**config.mk**
```make
export PLATFORM = sky130hd
export DESIGN_NAME = lbca_ctrl
export DESIGN_NICKNAME = d
export VERILOG_FILES = /design/src/design/lbca_pkg.sv /design/src/design/lbca_ctrl.sv
export SDC_FILE = /design/constraint.sdc
export NUM_CORES = 1
export LEC_CHECK = 0
export BUFFER_PORTS_ARGS = -buffer_cell sky130_fd_sc_hd__buf_2
export CORE_MARGIN = 1.5
export CORE_UTILIZATION = 40
export DETAILED_ROUTE_END_ITERATION = 10
export PLACE_DENSITY = 0.7
export REMOVE_ABC_BUFFERS = 1
export SLEW_MARGIN = 20
export SYNTH_ARGS = -nofsm -noshare
export SYNTH_HDL_FRONTEND = slang
export SYNTH_SLANG_ARGS = --single-unit
```
**constraint.sdc**
```tcl
create_clock -name clk_i -period 2.93 [get_ports clk_i]
set_input_delay 0.293 -clock clk_i [delete_from_list [all_inputs] [get_ports clk_i]]
set_output_delay 0.293 -clock clk_i [all_outputs]
set_load 0.02 [all_outputs]
```
**src/design/lbca_pkg.sv**
```systemverilog
// Package: widths, codes and controller/datapath interface types of the block chain allocator.
package lbca_pkg;

  // Geometry
  localparam int ID_W   = 10;
  localparam int BLOCKS = 1 << ID_W;
  localparam int CNT_W  = ID_W + 1;
  localparam int OP_W   = 2;
  localparam int ST_W   = 2;

  // Stream packing
  localparam int IN_W        = OP_W + CNT_W + 2 * ID_W;
  localparam int IN_TDATA_W  = ((IN_W + 7) / 8) * 8;
  localparam int OUT_W       = ID_W + ST_W;
  localparam int OUT_TDATA_W = ((OUT_W + 7) / 8) * 8;

  typedef logic [ID_W-1:0]  blk_t;
  typedef logic [CNT_W-1:0] cnt_t;

  typedef enum logic [OP_W-1:0] {
    OP_ALLOC = 2'd0,
    OP_FREE  = 2'd1,
    OP_LINK  = 2'd2
  } op_e;

  typedef enum logic [ST_W-1:0] {
    ST_OK    = 2'd0,
    ST_SHORT = 2'd1,
    ST_BAD   = 2'd2
  } status_e;

  typedef enum logic [3:0] {
    S_INIT,
    S_IDLE,
    S_DECODE,
    S_AWALK,
    S_ASYNC,
    S_AMARK,
    S_FCHK,
    S_FWALK,
    S_FSYNC,
    S_FCLR,
    S_LCHK1,
    S_LCHK2,
    S_DONE
  } state_e;

  // Source of the walk pointer (also the read address of all three stores)
  typedef enum logic [2:0] {
    CUR_HOLD,
    CUR_NEXT,
    CUR_INC,
    CUR_HEAD,
    CUR_BLK,
    CUR_TGT,
    CUR_FIRST
  } cur_sel_e;

  typedef enum logic [1:0] {
    CNT_HOLD,
    CNT_ZERO,
    CNT_ONE,
    CNT_INC
  } cnt_sel_e;

  typedef enum logic [1:0] {
    HEAD_HOLD,
    HEAD_NEXT,
    HEAD_BLK
  } head_sel_e;

  // Store write patterns
  typedef enum logic [2:0] {
    WR_NONE,
    WR_INIT,
    WR_ALLOC_CUT,
    WR_MARK,
    WR_FREE_CUT,
    WR_UNUSE,
    WR_UNUSE_PUSH,
    WR_LINK
  } wr_e;

  typedef struct packed {
    logic      capture;
    cur_sel_e  cur_sel;
    cnt_sel_e  cnt_sel;
    head_sel_e head_sel;
    logic      first_ld;
    logic      p_ld;
    wr_e       wr;
    logic      res_ld;
    status_e   res_status;
    logic      res_first;
    logic      out_ld;
  } ctrl_cmd_t;

  typedef struct packed {
    op_e  op;
    logic count_zero;
    logic head_zero;
    logic blk_zero;
    logic tgt_zero;
    logic rd_in_use;
    logic rd_next_zero;
    logic walk_end;
    logic cnt_lt_count;
    logic cnt_at_max;
    logic cur_zero;
    logic cur_last;
    logic p_zero;
    logic out_free;
  } ctrl_sts_t;

endpackage

```
**src/design/lbca_ctrl.sv**
```systemverilog
// Controller: sequences clearing pass, allocate, free and link walks over the datapath.
module lbca_ctrl import lbca_pkg::*; (
  input  logic      clk_i,
  input  logic      rst_ni,
  input  logic      s_tvalid_i,
  output logic      s_tready_o,
  output ctrl_cmd_t cmd_o,
  input  ctrl_sts_t sts_i
);

  state_e state_q, state_d;

  // State register
  always_ff @(posedge clk_i or negedge rst_ni) begin
    if (!rst_ni) begin
      state_q <= S_INIT;
    end else begin
      state_q <= state_d;
    end
  end

  // Next state and commands
  always_comb begin
    state_d          = state_q;
    s_tready_o       = 1'b0;
    cmd_o            = '0;
    cmd_o.cur_sel    = CUR_HOLD;
    cmd_o.cnt_sel    = CNT_HOLD;
    cmd_o.head_sel   = HEAD_HOLD;
    cmd_o.wr         = WR_NONE;
    cmd_o.res_status = ST_OK;
    unique case (state_q)
      // sweep all entries to their reset contents
      S_INIT: begin
        cmd_o.wr      = WR_INIT;
        cmd_o.cur_sel = CUR_INC;
        if (sts_i.cur_last) begin
          state_d = S_IDLE;
        end
      end
      S_IDLE: begin
        s_tready_o = 1'b1;
        if (s_tvalid_i) begin
          cmd_o.capture = 1'b1;
          state_d       = S_DECODE;
        end
      end
      S_DECODE: begin
        unique case (sts_i.op)
          OP_ALLOC: begin
            if (sts_i.count_zero || sts_i.head_zero) begin
              cmd_o.res_ld     = 1'b1;
              cmd_o.res_status = ST_SHORT;
              state_d          = S_DONE;
            end else begin
              cmd_o.cur_sel  = CUR_HEAD;
              cmd_o.first_ld = 1'b1;
              cmd_o.cnt_sel  = CNT_ONE;
              state_d        = S_AWALK;
            end
          end
          OP_FREE: begin
            if (sts_i.blk_zero) begin
              cmd_o.res_ld     = 1'b1;
              cmd_o.res_status = ST_BAD;
              state_d          = S_DONE;
            end else begin
              cmd_o.cur_sel = CUR_BLK;
              state_d       = S_FCHK;
            end
          end
          OP_LINK: begin
            if (sts_i.blk_zero || sts_i.tgt_zero) begin
              cmd_o.res_ld     = 1'b1;
              cmd_o.res_status = ST_BAD;
              state_d          = S_DONE;
            end else begin
              cmd_o.cur_sel = CUR_BLK;
              state_d       = S_LCHK1;
            end
          end
          default: begin
            cmd_o.res_ld     = 1'b1;
            cmd_o.res_status = ST_BAD;
            state_d          = S_DONE;
          end
        endcase
      end
      // find the last block of the chain to hand out
      S_AWALK: begin
        if (!sts_i.cnt_lt_count) begin
          cmd_o.wr       = WR_ALLOC_CUT;
          cmd_o.head_sel = HEAD_NEXT;
          cmd_o.cur_sel  = CUR_FIRST;
          state_d        = S_ASYNC;
        end else if (sts_i.rd_next_zero) begin
          cmd_o.res_ld     = 1'b1;
          cmd_o.res_status = ST_SHORT;
          state_d          = S_DONE;
        end else begin
          cmd_o.cur_sel = CUR_NEXT;
          cmd_o.cnt_sel = CNT_INC;
        end
      end
      // re-read the head after the cut
      S_ASYNC: begin
        cmd_o.cnt_sel = CNT_ZERO;
        state_d       = S_AMARK;
      end
      S_AMARK: begin
        if (sts_i.cnt_lt_count && !sts_i.cur_zero) begin
          cmd_o.wr      = WR_MARK;
          cmd_o.cur_sel = CUR_NEXT;
          cmd_o.cnt_sel = CNT_INC;
        end else begin
          cmd_o.res_ld     = 1'b1;
          cmd_o.res_status = ST_OK;
          cmd_o.res_first  = 1'b1;
          state_d          = S_DONE;
        end
      end
      S_FCHK: begin
        if (!sts_i.rd_in_use) begin
          cmd_o.res_ld     = 1'b1;
          cmd_o.res_status = ST_BAD;
          state_d          = S_DONE;
        end else begin
          cmd_o.p_ld    = 1'b1;
          cmd_o.cnt_sel = CNT_ZERO;
          state_d       = S_FWALK;
        end
      end
      // check the chain: all in use and no loop
      S_FWALK: begin
        if (!sts_i.rd_in_use || sts_i.cnt_at_max) begin
          cmd_o.res_ld     = 1'b1;
          cmd_o.res_status = ST_BAD;
          state_d          = S_DONE;
        end else if (sts_i.walk_end) begin
          if (!sts_i.p_zero) begin
            cmd_o.wr = WR_FREE_CUT;
          end
          cmd_o.cur_sel = CUR_BLK;
          state_d       = S_FSYNC;
        end else begin
          cmd_o.cur_sel = CUR_NEXT;
          cmd_o.cnt_sel = CNT_INC;
        end
      end
      S_FSYNC: begin
        state_d = S_FCLR;
      end
      // release each block, then push the chain onto the free list
      S_FCLR: begin
        if (sts_i.rd_next_zero) begin
          cmd_o.wr         = WR_UNUSE_PUSH;
          cmd_o.head_sel   = HEAD_BLK;
          cmd_o.res_ld     = 1'b1;
          cmd_o.res_status = ST_OK;
          state_d          = S_DONE;
        end else begin
          cmd_o.wr      = WR_UNUSE;
          cmd_o.cur_sel = CUR_NEXT;
        end
      end
      S_LCHK1: begin
        if (!sts_i.rd_in_use) begin
          cmd_o.res_ld     = 1'b1;
          cmd_o.res_status = ST_BAD;
          state_d          = S_DONE;
        end else begin
          cmd_o.cur_sel = CUR_TGT;
          state_d       = S_LCHK2;
        end
      end
      S_LCHK2: begin
        cmd_o.res_ld = 1'b1;
        state_d      = S_DONE;
        if (!sts_i.rd_in_use) begin
          cmd_o.res_status = ST_BAD;
        end else begin
          cmd_o.wr         = WR_LINK;
          cmd_o.res_status = ST_OK;
        end
      end
      // hand the result to the output register once it is free
      S_DONE: begin
        if (sts_i.out_free) begin
          cmd_o.out_ld = 1'b1;
          state_d      = S_IDLE;
        end
      end
      default: begin
        state_d = S_INIT;
      end
    endcase
  end

  a_ready_origin: assert property (@(posedge clk_i) disable iff (!rst_ni)
    $rose(s_tready_o) |-> ($past(state_q) == S_INIT) || ($past(state_q) == S_DONE))
    else $error("input ready raised outside init or result hand-off");

  a_link_checked: assert property (@(posedge clk_i) disable iff (!rst_ni)
    (cmd_o.wr == WR_LINK) |-> ($past(state_q) == S_LCHK1))
    else $error("link written without checking the tail block");

endmodule

```
* Yosys cells after proc, flatten, opt, wreduce, memory -nomap -nowiden *
Index checks and enable logic that the tools add are counted.

word-level totals
  bits of input ports = 18
  register bits = 4

cells by class
  muxes and demuxes = 66
  eq/ne operators = 19
  reductions and logical operators = 10

operator list
  cell                  count
  $mux W3               21
  $mux W4               13
  $pmux W4 S13          1
  $pmux W3 S7           2
  $eq A4 B4 Y1 const B  5
  $pmux W3 S3           2
  $pmux W3 S6           1
  $eq A4 B3 Y1 const B  4
  $mux W2               8
  $mux W1               14
  $pmux W2 S6           1
  $pmux W4 S3           1
  $eq A4 B2 Y1 const B  2
  $ne A2 B2 Y1 const B  4
  $mux W5               1
  $reduce_and A5 Y1     1
  $eq A4 B1 Y1 const B  1
  $logic_not A4 Y1      1
  $pmux W2 S2           1
  $logic_or A1 B1 Y1    3
  $ne A3 B3 Y1 const B  1
  $eq A2 B1 Y1 const B  1
  $eq A2 B2 Y1 const B  1
  $logic_not A1 Y1      2
  other kinds (3)       3

* Longest topological paths before layout *
Gate-level depths: netlist of run 1.

  depth in word-level cells = 4
  depth in mapped cells = 7

* Worst setup path after synthesis of run 1 *
Ideal clock, no wire load.

  path type = reg-to-output
  start point = reg state_q[3]
  end point = out cmd_o[4] in the netlist's numbering
  data required time = 2.637 ns
  cell stages (with the launch flop) = 7
  data arrival time = 1.589 ns
  path buffers = 1
  path slack = 1.048 ns
  path through = dfrtp_1 -> buf_6 -> nor4b_4 -> nand2_1 -> o21ai_1 -> nor4_1 -> nand2_1

RTL lines
  element                   line             RTL
  start: declaration        lbca_ctrl.sv:11  state_e state_q, state_d;
  start signal: assignment  lbca_ctrl.sv:18  state_q <= state_d;
  end: declaration          lbca_ctrl.sv:7   output ctrl_cmd_t cmd_o,

==> results of run 1 <==
## what timing repair did
| item | in CTS | in global routing |
|---|---|---|
| resized for setup | 0 | 0 |
| setup endpoints to repair | 0 | 0 |
| hold buffers | 1 | 0 |
| hold endpoints to repair | 4 | 0 |
## per-stage QoR
| stage | setup WS, ps | cell area, um^2 | util | hold slack, ps |
|---|---|---|---|---|
| after floorplan | 891 | 795 | - | -2.59 |
| after global placement | 861 | 1010 | 0.509 | 95.6 |
| after detailed placement | 844 | 1010 | 0.509 | 99.5 |
| after CTS | 594 | 1040 | 0.525 | 379 |
| after global routing | 402 | 1040 | 0.525 | 413 |
| final | 569 | 1040 | 0.525 | 381 |
## kinds of logic after synthesis
| family | after synthesis |
|---|---|
| compound gates | 35 |
| buf+inv | 13 |
| simple gates | 72 |
| mux | 2 |
| flops | 4 |
## cell usage in the layout, fill, tap and decap left out, types with 2 or more instances in the layout
| cell | instances |
|---|---|
| o21ai_1 | 3 |
| nor2b_1 | 3 |
| nand2_1 | 14 |
| a211o_1 | 2 |
| buf_2 | 36 |
| inv_1 | 5 |
| nand3b_1 | 4 |
| o21ai_0 | 10 |
| and3_1 | 2 |
| nor4_1 | 2 |
| nor3b_1 | 3 |
| mux2_2 | 2 |
| nor2_1 | 16 |
| nand2b_1 | 4 |
| or3_1 | 2 |
| nor3_1 | 4 |
| dfrtp_1 | 4 |
| nand3_1 | 5 |
| a21oi_1 | 9 |
| clkbuf_4 | 3 |
| nor4_2 | 2 |
## report_power, final
| part | total (mW) | leakage, nW | switching, mW | internal, mW |
|---|---|---|---|---|
| combinational | 0.594 | 0.453 | 0.346 | 0.247 |
| sequential | 0.211 | 0.0502 | 0.131 | 0.0791 |
| clock | 0.0657 | 0.0138 | 0.0201 | 0.0457 |
## layout make-up
cell class,instances,share of cell area
repair buffers,37,0.183
well taps,27,0.0325
flip-flops and latches,4,0.0962
inverters,5,0.0180
clock buffers,3,0.0216
multi-input cells,109,0.649
## worst max path at each step
stage,startpoint,end,slack (ps),cells past startpoint
global placement,state_q[3],cmd_o[12],860,5
global route,state_q[3],cmd_o[4],400,6
finish,state_q[3],cmd_o[12],570,5
detailed placement,state_q[3],cmd_o[4],840,6
floorplan,state_q[3],cmd_o[12],890,2
CTS,state_q[3],cmd_o[4],590,6
## layer usage
layer / wire length [um] / vias up / global-route usage
met5: 0 / - / 0
met3: 167 / 0 / 0.0184
met4: 0 / 0 / 0.0714
met2: 1200 / 51 / 0.377
li1: - / 527 / -
met1: 1160 / 497 / 0.294
## critical path, cell delays in order (launching register included)
cell and delay [ps]:
dfrtp_1 640, nand2b_2 370, nor4_2 380, nor2_1 100, o311ai_0 120, buf_2 240
==> impl_metrics.csv, run 1 <==
group,metric,value,unit
clock_network,root_buffer,"clkbuf_4",
clock_network,insertion_delay,230,ps
clock_network,path_clk_slew,30,ps
pwr,power_density,836,nW/um^2
synthesis,synthMuxAreaShare,0.0267,
grt,antenna_found_initial,0,
synthesis,synthAdderAreaFrac,0,
synthesis,synth_xor_area_frac,0,
timing,finalMaxSlewViolations,0,
synthesis,netlist_top_cells_count,"16 x nor2_1, 14 x nand2_1, 10 x o21ai_0",
worst_hold_path,holdPathEnd,"state_q[3]",
run_status,status,"finished, final reports clean",
route,ant_nets,0,
cells_and_area,multi_input_area,676,um^2
timing,fmax,424,MHz
timing,rsz0062_at_grt,"false",
timing,min_period,2360,ps
grt,grt_max_degree,23,
synthesis,synthSimpleGateAreaFrac,0.510,
synthesis,yosysMostFrequentCell,"nor2_1",
timing,slew_headroom,0.517,
cells_and_area,regMostFlops,"state_q",
timing,clock_skew,1.49,ps
floorplanning,num_rows,16,
timing,hold_violations,0,
route,wire_per_inst,13.7,um
clock_network,cts_tree,"done",
synthesis,synth_area_leaders,"dfrtp_1 12%, nor2_1 7.1%, nand2_1 6.2%",
timing,setup_viol,0,
floorplanning,coreArea,1980,um^2
timing,min_period_over_period,0.806,
placed_design,place_inst,181,
worst_setup_path,rrSetupSlack,950,ps
route,drt_iter0_drc,31,
pwr,irDropWorstVdd,0.000477,V
route,via_per_inst,5.81,
worst_setup_path,r2r_cells,5,
cells_and_area,antenna_cells,0,
route,routed_wl,2.53,mm
worst_setup_path,worstSetupEndpointType,"primary output",
synthesis,synth-edff-count,0,
cells_and_area,fillers,198,
cells_and_area,largest_reg_flops,4,
worst_setup_path,cp.arrival,2070,ps
pwr,static-leakage-power,0.517,nW
cells_and_area,stdcell_count,185,
synthesis,synth-main-ff-cell,"dfrtp_1",
timing,final.setup.tns,0,ps
synthesis,yosys.area.top_type,"dfrtp_1",
cells_and_area,final_nets,178,
synthesis,synth_top_family_by_area,"simple AND/OR/NAND/NOR gates",
floorplanning,ioPinCount,37,
cells_and_area,regArea,100,um^2
clock_network,cts_buffers,3,
synthesis,synthesis.area,843,um^2
synthesis,avgSynthCellArea,6.69,um^2
run,max_cap_viol_count,0,
grt,grt_usage,0.221,
cells_and_area,syn_to_final_growth,23.4,%
cells_and_area,top_regs,"state_q (4)",
placed_design,io_buffers,36,
synthesis,synth_compound_area_frac,0.264,
synthesis,synth_seq_area_share,0.119,
worst_hold_path,min_path_type,"in2reg",
worst_hold_path,hold_depth,3,
route,vias,1075,
floorplanning,die_h,48.9,um
synthesis,yosys_warnings,0,
grt,gr-total-overflow,0,
timing,worst_pin_slew,725,ps
placed_design,gp_congestion,0.939,
route,drc,0,
synthesis,ys_async_sr_fraction,1.00,
synthesis,synth_cell_types,45,
floorplanning,die-area,2390,um^2
clock_network,cts_max_level,1,
grt,grt_pass1_wl,4.42,mm
worst_setup_path,reg2reg_from,"state_q[3]",
route,dr.pass1.iters,4,
worst_setup_path,crit_type,"reg2out",
worst_setup_path,critPathMaxFanout,22,
worst_setup_path,start_kind,"register",
synthesis,synthCells,126,
worst_setup_path,r2r_end,"state_q[3]",
clock_network,cts_buffer_depth,2,
floorplanning,start_util,0.426,
worst_hold_path,hold_start,"sts_i[0]",
synthesis,ys_ff_latch,4,
placed_design,hpwl,1.88,mm
grt,grt_pass1_vias,1057,
clock_network,cts_setup_buffers,0,
pwr,design_power_total,0.870,mW
synthesis,netlist.area_leader.share,0.119,
worst_setup_path,critPathRequiredTime,2640,ps
floorplanning,fp.dieW,48.9,um
cells_and_area,drive_gt1_frac,0.316,
clock_network,clkSinkCount,4,
(Power assumes the default switching activity.)
==> run 2: changes to the inputs <==
--- a/config.mk
+++ b/config.mk
@@ -9,7 +9,7 @@
 export CORE_MARGIN = 1.5
 export CORE_UTILIZATION = 40
 export DETAILED_ROUTE_END_ITERATION = 10
-export PLACE_DENSITY = 0.7
+export PLACE_DENSITY = 0.73
 export REMOVE_ABC_BUFFERS = 1
 export SLEW_MARGIN = 20
 export SYNTH_ARGS = -nofsm -noshare
==> constraint.sdc (replaced) <==
create_clock -name clk_i -period 2.1 [get_ports clk_i]
set_input_delay 0.21 -clock clk_i [delete_from_list [all_inputs] [get_ports clk_i]]
set_output_delay 0.21 -clock clk_i [all_outputs]
set_load 0.02 [all_outputs]
==> impl_metrics.csv, run 2 (synthesis results as in run 1) <==
group,metric,value,unit
floorplanning,num_rows,16,
route,drt_iter0_drc,34,
clock_network,root_buffer,"clkbuf_4",
route,vias,1101,
timing,min_period_over_period,0.939,
clock_network,cts_tree,"done",
route,ant_nets,0,
placed_design,hpwl,1.95,mm
floorplanning,start_util,0.426,
run_status,status,"finished, final reports clean",
timing,hold_violations,0,
floorplanning,fp.dieW,48.9,um
timing,min_period,1970,ps
timing,slew_headroom,0.773,
cells_and_area,regMostFlops,"state_q",
worst_setup_path,worstSetupEndpointType,"primary output",
grt,grt_pass1_wl,4.18,mm
worst_setup_path,crit_type,"reg2out",
worst_hold_path,min_path_type,"in2reg",
placed_design,gp_congestion,0.856,
cells_and_area,final_common_cell,"buf_2",
grt,antenna_found_initial,0,
pwr,irDropWorstVdd,0.000678,V
timing,worst_pin_slew,340,ps
clock_network,cts_buffers,3,
worst_setup_path,cp.arrival,1760,ps
timing,clock_skew,3.12,ps
clock_network,path_clk_slew,40,ps
cells_and_area,antenna_cells,0,
grt,gr-total-overflow,0,
cells_and_area,stdcell_count,192,
route,via_per_inst,5.73,
clock_network,insertion_delay,230,ps
cells_and_area,multi_input_area,709,um^2
floorplanning,die-area,2390,um^2
cells_and_area,layout_common_cells,"34 x buf_2, 15 x nor2_1, 14 x nand2_1, 10 x o21ai_0",
timing,final.setup.tns,0,ps
timing,fmax,507,MHz
timing,finalMaxSlewViolations,0,
route,wire_per_inst,13.3,um
route,dr.pass1.iters,4,
cells_and_area,largest_reg_flops,4,
grt,grt_max_degree,19,
worst_setup_path,critPathMaxFanout,18,
cells_and_area,regArea,105,um^2
worst_setup_path,start_kind,"register",
grt,grt_usage,0.216,
grt,grt_pass1_vias,946,
clock_network,cts_max_level,1,
cells_and_area,syn_to_final_growth,34.9,%
floorplanning,coreArea,1980,um^2
cells_and_area,top_regs,"state_q (4)",
cells_and_area,fillers,196,
cells_and_area,final_nets,185,
pwr,power_density,1170,nW/um^2
route,routed_wl,2.56,mm
timing,whs,283,ps
floorplanning,die_h,48.9,um
placed_design,place_inst,185,
pwr,static-leakage-power,0.564,nW
timing,setup_viol,0,
worst_setup_path,critPathRequiredTime,1890,ps
clock_network,cts_buffer_depth,2,
floorplanning,ioPinCount,37,
clock_network,clkSinkCount,4,
cells_and_area,drive_gt1_frac,0.388,
placed_design,io_buffers,36,
route,drc,0,
run,max_cap_viol_count,0,
[run 2: cell count changes in the layout (fill, tap and decap cells not counted), sizes merged]
cell,previous run,this run
buf,36,43
[run 2: final timing paths]
path                            slack (ps)          to  cells past startpoint  startpoint
worst min-delay path                   280  state_q[3]                      3    sts_i[0]
min in group asynchronous              320  state_q[2]                      2      rst_ni
worst max-delay path                   130   cmd_o[14]                      6  state_q[3]
worst min register to register         760  state_q[2]                      3  state_q[2]
worst max register to register         340  state_q[3]                      6  state_q[2]
max in group asynchronous             1650  state_q[0]                      2      rst_ni
[run 2: stage by stage]
| stage | total power [mW] | setup WS [ps] | util | cell area, um^2 |
|---|---|---|---|---|
| after floorplan | 0.850 | 144 | - | 795 |
| after global placement | 1.15 | 134 | 0.524 | 1040 |
| after detailed placement | 1.16 | 94.5 | 0.524 | 1040 |
| after CTS | 1.27 | 11.5 | 0.545 | 1080 |
| after global routing | 1.45 | -1.02 | 0.574 | 1140 |
| final | 1.33 | 129 | 0.574 | 1140 |
[run 2: worst max-delay path, stage by stage (launching register included)]
cell,delay [ps]
dfrtp_2,530
nand2b_4,240
nor4_4,320
nor2_1,110
nand3_2,100
a21o_1,90
buf_2,150
[run 2: per-layer routing]
| metal | vias up | track usage | share of wire |
|---|---|---|---|
| li1 | 538 | - | - |
| met1 | 507 | 0.283 | 0.45 |
| met2 | 53 | 0.365 | 0.47 |
| met3 | 3 | 0.0399 | 0.073 |
| met4 | 0 | 0.0524 | 0.0090 |
| met5 | - | 0 | 0 |
[run 2: power breakdown]
| group | total (mW) | internal (mW) | leakage (nW) | switching [mW] |
|---|---|---|---|---|
| logic | 0.982 | 0.409 | 0.505 | 0.573 |
| clock network | 0.0957 | 0.0640 | 0.0138 | 0.0317 |
| registers | 0.249 | 0.119 | 0.0452 | 0.130 |
| total | 1.33 | 0.592 | 0.564 | 0.735 |
[run 2: final cells by class]
class	instances	share of cell area
multi-input cells	109	0.624
repair buffers	44	0.218
flip-flops and latches	4	0.0924
well taps	27	0.0297
clock buffers	3	0.0198
inverters	5	0.0165
[run 2: what timing repair did]
action | CTS | global route
pin swaps | 0 | 2
endpoints found under the setup margin | 4 | 5
hold endpoints to repair | 4 | 0
gates resized for setup | 2 | 10
hold buffers | 1 | 0
buffers inserted | 0 | 3
